### config.mk
export PLATFORM = sky130hd
export DESIGN_NAME = wildcard_glob_matcher
export DESIGN_NICKNAME = d
export VERILOG_FILES = /design/src/rtl/core/wgm_pkg.sv /design/src/rtl/core/wgm_cell.sv /design/src/rtl/core/wildcard_glob_matcher.sv
export SDC_FILE = /design/constraint.sdc
export NUM_CORES = 2
export LEC_CHECK = 0
export BUFFER_PORTS_ARGS = -buffer_cell sky130_fd_sc_hd__buf_2
export CORE_MARGIN = 5
export CORE_UTILIZATION = 60
export DETAILED_ROUTE_END_ITERATION = 6
export GPL_TIMING_DRIVEN = 1
export PLACE_DENSITY = 0.76
export SLEW_MARGIN = 20
export SYNTH_ARGS = -nofsm -noshare
export SYNTH_HDL_FRONTEND = slang
export SYNTH_SLANG_ARGS = --single-unit
### constraint.sdc
create_clock -name i_clk -period 6.6 [get_ports i_clk]
set_input_delay 0.33 -clock i_clk [delete_from_list [all_inputs] [get_ports i_clk]]
set_output_delay 0.33 -clock i_clk [all_outputs]
set_load 0.005 [all_outputs]
### src/rtl/core/wgm_pkg.sv
// Package: function codes, glob constants and cell control type for the glob matcher.
package wgm_pkg;

    typedef enum logic [1:0] {
        FN_CLEAR   = 2'd0,
        FN_APPEND  = 2'd1,
        FN_SUBJECT = 2'd2,
        FN_FINISH  = 2'd3
    } t_func;

    localparam logic [7:0] GLOB_STAR = 8'h2A;  // '*'
    localparam logic [7:0] GLOB_ANY  = 8'h3F;  // '?'

    typedef struct packed {
        logic clear;   // drop the whole pattern
        logic append;  // write pattern byte at the current length (room left)
        logic rearm;   // reload reach bits from the star-only prefix
        logic feed;    // advance reach bits by one subject byte
    } t_cell_ctl;

endpackage

### src/rtl/core/wgm_cell.sv
// One pattern position: stored byte, valid flag and the reach bit past it.
module wgm_cell
    import wgm_pkg::*;
#(
    parameter int IDX = 0,
    parameter int LW  = 7
) (
    input  logic            i_clk,
    input  logic            i_rst_n,
    input  t_cell_ctl       i_ctl,
    input  logic [LW-1:0]   i_len,
    input  logic [7:0]      i_ch,
    input  logic            i_reach_left,
    input  logic            i_chain,
    output logic            o_chain,
    output logic            o_reach,
    output logic            o_active
);

    logic [7:0] r_pat;
    logic [7:0] n_pat;
    logic       r_active;
    logic       n_active;
    logic       r_reach;
    logic       n_reach;
    logic       wr;
    logic       chain_out;

    always_comb begin
        wr       = i_ctl.append && (i_len == LW'(IDX));
        n_pat    = wr ? i_ch : r_pat;
        n_active = i_ctl.clear ? 1'b0 : (wr ? 1'b1 : r_active);
        if (i_ctl.rearm) begin
            // leading run of stars is reachable with an empty subject
            chain_out = n_active && (n_pat == GLOB_STAR) && i_chain;
        end else if (r_pat == GLOB_STAR) begin
            chain_out = r_active && (r_reach || i_chain);
        end else begin
            chain_out = r_active && i_reach_left
                        && ((r_pat == i_ch) || (r_pat == GLOB_ANY));
        end
        n_reach = (i_ctl.rearm || i_ctl.feed) ? chain_out : r_reach;
    end

    always_ff @(posedge i_clk) begin
        r_pat <= n_pat;
        if (!i_rst_n) begin
            r_active <= 1'b0;
            r_reach  <= 1'b0;
        end else begin
            r_active <= n_active;
            r_reach  <= n_reach;
        end
    end

    assign o_chain  = chain_out;
    assign o_reach  = r_reach;
    assign o_active = r_active;

endmodule

### src/rtl/core/wildcard_glob_matcher.sv
// Glob matcher top level: '?' and '*' pattern against a streamed subject, one cell per pattern byte.
// Takes one transaction per cycle of any kind (clear, append, subject byte, finish); a finish
// transaction's result is registered and shows on the output the next cycle. That rate rests on
// the row of MAX_PATTERN cells, which updates every reach bit at once through a combinational ripple
// of star closure running from cell to cell. The input stalls only while a result waits and the
// output side stalls. A pattern past MAX_PATTERN bytes reports overflow and no match until cleared.
module wildcard_glob_matcher
    import wgm_pkg::*;
#(
    parameter int MAX_PATTERN = 64
) (
    input  logic       i_clk,
    input  logic       i_rst_n,
    input  logic       i_valid,
    output logic       o_stall,
    input  logic [1:0] i_func,
    input  logic [7:0] i_ch,
    output logic       o_valid,
    input  logic       i_stall,
    output logic       o_matched,
    output logic       o_overflow
);

    localparam int LW = $clog2(MAX_PATTERN + 1);

    logic                   acc;
    t_func                  func;
    t_cell_ctl              ctl;
    logic                   room;
    logic [LW-1:0]          r_len;
    logic [LW-1:0]          n_len;
    logic                   r_too_long;
    logic                   n_too_long;
    logic                   r_reach0;
    logic                   n_reach0;
    logic [MAX_PATTERN-1:0] reach_vec;
    logic [MAX_PATTERN-1:0] active_vec;
    logic [MAX_PATTERN-1:0] last_vec;
    logic [MAX_PATTERN:0]   chain;
    logic                   hit;
    logic                   r_out_valid;
    logic                   r_matched;
    logic                   r_overflow;

    assign o_stall = r_out_valid && i_stall;
    assign acc     = i_valid && !o_stall;
    assign func    = t_func'(i_func);
    assign room    = r_len < LW'(MAX_PATTERN);

    always_comb begin
        ctl.clear  = acc && (func == FN_CLEAR);
        ctl.append = acc && (func == FN_APPEND) && room;
        ctl.rearm  = acc && (func != FN_SUBJECT);
        ctl.feed   = acc && (func == FN_SUBJECT);
    end

    // rearm seeds position zero; a subject byte never reaches it
    assign chain[0] = ctl.rearm;

    for (genvar k = 0; k < MAX_PATTERN; k++) begin : g_cell
        logic left;
        if (k == 0) begin : g_first
            assign left = r_reach0;
        end else begin : g_rest
            assign left = reach_vec[k-1];
        end
        if (k == MAX_PATTERN - 1) begin : g_tail
            assign last_vec[k] = active_vec[k];
        end else begin : g_mid
            assign last_vec[k] = active_vec[k] && !active_vec[k+1];
        end

        wgm_cell #(
            .IDX (k),
            .LW  (LW)
        ) u_cell (
            .i_clk        (i_clk),
            .i_rst_n      (i_rst_n),
            .i_ctl        (ctl),
            .i_len        (r_len),
            .i_ch         (i_ch),
            .i_reach_left (left),
            .i_chain      (chain[k]),
            .o_chain      (chain[k+1]),
            .o_reach      (reach_vec[k]),
            .o_active     (active_vec[k])
        );
    end

    always_comb begin
        n_len      = r_len;
        n_too_long = r_too_long;
        n_reach0   = r_reach0;
        if (ctl.clear) begin
            n_len      = '0;
            n_too_long = 1'b0;
        end else if (ctl.append) begin
            n_len = r_len + LW'(1);
        end else if (acc && (func == FN_APPEND)) begin
            n_too_long = 1'b1;
        end
        if (ctl.rearm) begin
            n_reach0 = 1'b1;
        end else if (ctl.feed) begin
            n_reach0 = 1'b0;
        end
        // reach bit at the pattern end; empty pattern uses position zero
        hit = (r_len == '0) ? r_reach0 : |(reach_vec & last_vec);
    end

    always_ff @(posedge i_clk) begin
        if (!i_rst_n) begin
            r_len       <= '0;
            r_too_long  <= 1'b0;
            r_reach0    <= 1'b1;
            r_out_valid <= 1'b0;
        end else begin
            r_len      <= n_len;
            r_too_long <= n_too_long;
            r_reach0   <= n_reach0;
            if (acc && (func == FN_FINISH)) begin
                r_out_valid <= 1'b1;
            end else if (!i_stall) begin
                r_out_valid <= 1'b0;
            end
        end
    end

    always_ff @(posedge i_clk) begin
        if (acc && (func == FN_FINISH)) begin
            r_matched  <= hit && !r_too_long;
            r_overflow <= r_too_long;
        end
    end

    assign o_valid    = r_out_valid;
    assign o_matched  = r_matched;
    assign o_overflow = r_overflow;

endmodule

* Word level (Yosys, flattened, before mapping)
Cells that the tools add are included.
** Word-level totals
- Output and inout bits :: 4
- Flip-flop bits (word level) :: 652
- Input port bits :: 14
** Cells by class
- Equal/unequal tests :: 324
- Add/subtract/negate cells :: 1
- Mux-type cells :: 323
- Reduce and logical (&&, ||, !) cells :: 656
- Bitwise gates (word level) :: 3
- $lt $le $gt $ge :: 1
** Operator list (number)
- 8-bit by 6-bit == test with 1-bit output, second input constant :: 192
- 8-bit == test :: 64
- 8-bit two-way mux :: 64
- 1-bit logical AND :: 456
- 1-bit two-way mux :: 259
- 7-bit by 6-bit == test with 1-bit output, second input constant :: 32
- 1-bit logical OR :: 129
- 7-bit by 5-bit == test with 1-bit output, second input constant :: 16
- 1-bit logical NOT :: 65
- 64-bit AND :: 1
- 64-bit OR reduction :: 1
- 7-bit by 4-bit == test with 1-bit output, second input constant :: 8
- 7-bit by 3-bit == test with 1-bit output, second input constant :: 4
- 7-bit by 2-bit == test with 1-bit output, second input constant :: 2
- 7-bit by 1-bit adder with 7-bit output, second input constant :: 1
- 7-bit by 1-bit == test with 1-bit output, second input constant :: 1
- 7-bit logical NOT :: 1
- 7-bit < comparator, second input constant :: 1
- 2-bit == test, second input constant :: 2
- 2-bit OR reduction :: 2
- 2-bit by 1-bit == test with 1-bit output, second input constant :: 1
- 2-bit logical NOT :: 1
- 2-bit by 1-bit inequality test with 1-bit output, second input constant :: 1
- 2-bit inequality test, second input constant :: 1
- other kinds (2) :: 3

* Depth between registers and ports, before layout
- Depth after elaboration :: 263
- Depth in mapped cells :: 20
- Depth with buffers taken out :: 17

* Hierarchy
From an unflattened synthesis, not the netlist that was laid out.
** Unflattened totals
- Cells, all modules :: 3682
- Area total of the unflattened synthesis :: 37629.8 µm²
** By module, submodules not included
- wgm_cell at g_cell[10].u_cell ... :: cells each 55, area an instance 585.6 µm², instances 12
- wgm_cell at g_cell[21].u_cell ... :: cells each 55, area an instance 574.3 µm², instances 8
- wgm_cell at g_cell[23].u_cell ... :: cells each 55, area an instance 549.3 µm², instances 8
- wgm_cell at g_cell[49].u_cell ... :: cells each 55, area an instance 559.3 µm², instances 5
- wgm_cell at g_cell[1].u_cell ... :: cells each 55, area an instance 595.6 µm², instances 4
- wgm_cell at g_cell[29].u_cell ... :: cells each 56, area an instance 586.8 µm², instances 4
- wgm_cell at g_cell[55].u_cell ... :: cells each 57, area an instance 573.0 µm², instances 4
- wildcard_glob_matcher :: cells each 150, area an instance 1197.4 µm², instances 1
- wgm_cell at g_cell[16].u_cell ... :: cells each 55, area an instance 583.1 µm², instances 2
- wgm_cell at g_cell[11].u_cell ... :: cells each 56, area an instance 565.5 µm², instances 2
- wgm_cell at g_cell[13].u_cell ... :: cells each 55, area an instance 553.0 µm², instances 2
- wgm_cell at g_cell[28].u_cell ... :: cells each 56, area an instance 553.0 µm², instances 2
- wgm_cell at g_cell[31].u_cell ... :: cells each 54, area an instance 545.5 µm², instances 2
- wgm_cell at g_cell[19].u_cell ... :: cells each 55, area an instance 544.3 µm², instances 2
- +7 rows

* Least setup slack after synthesis
No wires, ideal clock.
- Kind :: input-to-reg
- Start :: in i_valid
- End :: reg g_cell[60].u_cell.r_reach
- Stages :: 16
- Data arrival time :: 4060 ps
- Required time :: 6485 ps
- Library setup time :: 115 ps
- Slack :: 2425 ps
- Cell sequence :: a21boi_2 buf_4 nand3_1 nor2_1 mux2i_1 a32oi_1 o31a_1 o31a_1 o21ai_0 a21oi_1 o31ai_1 a211oi_2 o21a_1 o41ai_2 o21ai_0 and2_1
** Between the ends
- Word-level cells in the longest chain between the ends :: 249
- Elaborated cells on any way between the ends :: 678
- Classes of those cells :: 61 x eq/ne; 305 x mux; 312 x reduce/logical
** RTL lines
- from (decl) :: RTL line wildcard_glob_matcher.sv:14 : input logic i_valid,
- 1-bit logical AND (*) :: RTL line wildcard_glob_matcher.sv:46 : assign acc = i_valid && !o_stall;
- 1-bit logical AND (2 in series) :: RTL line wildcard_glob_matcher.sv:52 : ctl.append = acc && (func == FN_APPEND) && room;
- 1-bit logical AND :: RTL line wgm_cell.sv:30 : wr = i_ctl.append && (i_len == LW'(IDX));
- 8-bit two-way mux or 1-bit two-way mux (tied branches) :: RTL line wgm_cell.sv:31, wgm_cell.sv:32
- 8-bit by 6-bit == test with 1-bit output or 1-bit two-way mux (tied branches) :: RTL line wgm_cell.sv:35, wgm_cell.sv:32
- 1-bit logical AND (2 in series) :: RTL line wgm_cell.sv:35 : chain_out = n_active && (n_pat == GLOB_STAR) && i_chain;
- 1-bit two-way mux :: RTL line wgm_cell.sv:33 : if (i_ctl.rearm) begin
- 1-bit logical OR :: RTL line wgm_cell.sv:37 : chain_out = r_active && (r_reach || i_chain);
- [231 not listed]
- 1-bit logical OR :: RTL line wgm_cell.sv:37
- 1-bit logical AND :: RTL line wgm_cell.sv:37
- 1-bit two-way mux :: RTL line wgm_cell.sv:36 : end else if (r_pat == GLOB_STAR) begin
- 1-bit two-way mux :: RTL line wgm_cell.sv:33
- 1-bit logical OR :: RTL line wgm_cell.sv:37
- 1-bit logical AND :: RTL line wgm_cell.sv:37
- 1-bit two-way mux :: RTL line wgm_cell.sv:36
- 1-bit two-way mux :: RTL line wgm_cell.sv:33
- to (signal assigned) :: RTL line wgm_cell.sv:52 : r_reach <= n_reach;
- to (decl) :: RTL line wgm_cell.sv:24 : logic r_reach;
Mark *: on every way between the ends. The rest lies on a longest branch, timed or not.
A chain may end at the register's enable or synchronous reset.

* Final worst setup path
- Start :: reg r_len[3]
- End :: reg g_cell[59].u_cell.r_reach
** Between the ends
- Elaborated cells on any way between the ends :: 719
- Classes of those cells :: 1 x order compare; 119 x eq/ne; 299 x mux; 300 x reduce/logical
** RTL lines
- from (decl) :: RTL line wildcard_glob_matcher.sv:30 : logic [LW-1:0] r_len;
- from (signal assigned) :: RTL line wildcard_glob_matcher.sv:118 : r_len <= n_len;
- 7-bit < comparator :: RTL line wildcard_glob_matcher.sv:48 : assign room = r_len < LW'(MAX_PATTERN);
- 1-bit logical AND :: RTL line wildcard_glob_matcher.sv:52
- 1-bit logical AND (*) :: RTL line wgm_cell.sv:30
- 8-bit two-way mux (*) :: RTL line wgm_cell.sv:31 : n_pat = wr ? i_ch : r_pat;
- via g_cell[8].u_cell.n_pat[6] :: RTL line wgm_cell.sv:21 : logic [7:0] n_pat;
- 8-bit by 6-bit == test with 1-bit output (*) :: RTL line wgm_cell.sv:35
- 1-bit logical AND (*) (2 in series) :: RTL line wgm_cell.sv:35
- 1-bit two-way mux (*) :: RTL line wgm_cell.sv:33
- [196 not listed]
- 1-bit logical OR :: RTL line wgm_cell.sv:37
- 1-bit logical AND :: RTL line wgm_cell.sv:37
- 1-bit two-way mux :: RTL line wgm_cell.sv:36
- 1-bit two-way mux (*) :: RTL line wgm_cell.sv:33
- 1-bit logical OR :: RTL line wgm_cell.sv:37
- 1-bit logical AND :: RTL line wgm_cell.sv:37
- 1-bit two-way mux :: RTL line wgm_cell.sv:36
- 1-bit two-way mux (*) :: RTL line wgm_cell.sv:33
- to (signal assigned) :: RTL line wgm_cell.sv:52
- to (decl) :: RTL line wgm_cell.sv:24
Mark *: on every way through the listed nets, which the timed path passes. The rest lies on a longest branch.

==> results.py <==
metrics = {
    "status": {
        "outcome": "complete, but fails checks",
        "violations": "design-rule violations",
    },
    "timing": {
        "setup-violations-final": 0,
        "skew_ns": 0.0261,
        "setup_ws_ns": 0.516,
        "rsz0062_at_grt": "false",
        "period_share_pct": 92.2,
        "slew_headroom_pct": 32.2,
        "worst_slew_pin_slew_ns": 1.01,
        "setup-tns-final_ns": 0,
        "min_period_ns": 6.08,
        "slew_viol_final": 0,
        "hold_viol": 0,
        "max_freq_mhz": 164,
    },
    "synth": {
        "yosys.cell_types.count": 98,
        "synth-edff-count": 2,
        "synth_fp_nets": 4094,
        "synth_area_leaders": "dfxtp_1, mux2_2, xnor2_1",
        "synth_seq_cells": 652,
        "yosysTopAreaCell": "dfxtp_1",
        "synth-seq-area-share_pct": 35.4,
        "postSynthCellCount": 4076,
        "synth_warnings": 0,
        "netlist_top_cells_count": "dfxtp_1, mux2_2, xnor2_1",
        "syn-cell-area_um2": 36900,
        "synthArstFlopShare_pct": 0,
        "postSynthAreaPerCell_um2": 9.05,
        "synth_flop_cell": "dfxtp_1",
        "post-synth-top-count-cell": "dfxtp_1",
        "synth_top_area_share_pct": 35.3,
    },
    "floorplan": {
        "die_y_um": 258,
        "die_area_um2": 66500,
        "die_w_um": 258,
        "core_um2": 60600,
        "rows": 90,
        "num_io_pins": 18,
        "start_util_pct": 60.9,
    },
    "route": {
        "drc": 1,
        "drt-total-wl_mm": 116,
        "drt_pre_antenna_iters": 7,
        "wl_per_cell_um": 23.9,
        "num_vias": 32329,
        "drt-vias-per-instance": 6.68,
        "ant_nets": 0,
        "drt_iter0_drc": 3944,
    },
    "worst_setup_path": {
        "cp-end-kind": "flip-flop",
        "cp.arrival_ns": 6.66,
        "cp_max_fo": 35,
        "critical_path_required_ns": 7.18,
        "startpoint_type": "flip-flop",
        "critPathKind": "flip-flop to flip-flop",
        "r2r_slack_ns": 0.52,
    },
    "cells_and_area": {
        "areaGrowthSynthToFinish_pct": 8.67,
        "finalNonFillerCells": 4837,
        "nNetsFinal": 4014,
        "fin_util_pct": 66.2,
        "drive_above_1_share_pct": 18.5,
    },
    "clock_tree": {
        "cts_resized": 0,
        "root_buffer": "clkbuf_16",
        "clk_pin_slew_ns": 0.06,
        "htree_levels": 3,
        "cts_buffer_depth": 3,
        "post_cts_buffers": 0,
        "hold_buffers": 0,
        "cts_tree": "done",
        "clock_latency_ns": 0.63,
        "clock-sinks": 652,
        "cts_made_buffers": 73,
    },
    "placement": {
        "gp_congestion": 1.05,
        "io_buffers": 17,
        "dp_hpwl_mm": 80.2,
        "dpl.cell_count": 4703,
        "detailedPlace.worstSlack_ns": 0.881,
    },
    "grt": {
        "antenna_found_initial": 2,
        "overflow": 0,
        "grt_pass1_vias": 30551,
        "grt_max_degree": 65,
        "grt.total_usage_pct": 33.2,
        "grt_pass1_wl_mm": 177,
    },
    "power_and_ir_drop": {
        "p_leak_nw": 15.3,
        "power_mw": 8.83,
        "peakVddDrop_uv": 209,
        "powerDensity_nw_per_um2": 220,
    },
    "worst_hold_path": {
        "hold_class": "primary input to flip-flop",
    },
    "job": {
        "cap_viol_max_count": 0,
    },
}
-- metal layers --
layer | vias up | track usage [%] | wire length (µm)
met5 | - | 0 | 13
met4 | 2 | 15.8 | 6330
met3 | 423 | 8.09 | 12800
met2 | 1776 | 50.1 | 49100
met1 | 15434 | 44.9 | 47400
li1 | 14694 | - | -
-- cells by family (layout without fill, tap and decap cells) --
family,after synthesis,in the layout,share of synthesized area (%)
AOI/OAI and AO/OA,627,627,11.3
xor gates and xnor gates,516,516,12.3
adders and majority gates,4,4,0.136
buffers and inverters,369,346,4.07
DFF,652,652,35.4
muxes,527,527,15.9
other,0,2,0
and+or+nand+nor,1381,1381,21.0
-- critical path, cell delays in order, from the launching register on --
cell	delay (ns)
dfxtp_1	0.94
and3b_1	0.63
nand4_1	0.66
mux2i_1	0.46
inv_1	0.09
or4_1	0.52
o21ba_2	0.22
nor4b_1	0.31
o21ai_0	0.26
a21oi_1	0.38
buf_4	0.21
o31ai_1	0.11
a211oi_2	0.48
o21ai_1	0.13
or2_0	0.23
a31oi_1	0.18
o221a_1	0.19
-- report_power, final --
part,internal (mW),switching (mW),leakage [nW],total (mW)
Clock,2.48,1.72,1.22,4.19
Sequential,3.98,0.0550,5.27,4.04
Combinational,0.198,0.404,8.80,0.602
-- flip-flops by register name (all words and copies together) (netlist names) --
signal / cells
g_cell.u_cell.r_pat: 512
g_cell.u_cell.o_active: 64
g_cell.u_cell.o_reach: 64
r_len: 7
g_cell.left: 1
o_matched: 1
o_overflow: 1
o_valid: 1
r_too_long: 1
-- worst paths after layout --
check                             start                         end  cells past startpoint
min                             i_stall                     o_valid                      3
max                            r_len[3]   g_cell[59].u_cell.o_reach                     16
max reg2reg                    r_len[3]   g_cell[59].u_cell.o_reach                     16
min reg2reg  g_cell[31].u_cell.r_pat[7]  g_cell[31].u_cell.r_pat[7]                      2
-- area by class of cell --
cell class	count	area (µm²)
clock buffer	103	2110
sequential	652	13100
tap	782	978
inverter	127	477
antenna	2	5.00
multi-input combinational	3055	22400
timing repair buffer	87	736
clock inverter	29	343
fill	4895	20500
-- per-stage QoR --
stage / cell area [µm²] / hold slack [ns]
6_report: 40100 / 0.125
4_1_cts: 40100 / 0.102
5_1_grt: 40100 / 0.165
3_3_place_gp: 37600 / 0.459
3_5_place_dp: 37600 / 0.462
2_1_floorplan: 36900 / 0.432
-- cell usage in the layout, fill, tap and decap left out, types with 40 or more instances in the layout --
cell and n:
nor3_1 101, xor2_1 226, mux2_2 460, nand4_1 136, o22ai_1 40, nand3_1 106, nor4_1 101, nor2_1 268
clkbuf_16 74, buf_4 64, mux2i_1 67, inv_1 126, xnor2_1 290, o21ai_0 115, a21oi_1 167, dfxtp_1 650
nand2_1 277
Note: power is estimated with default switching activity, not from simulation.
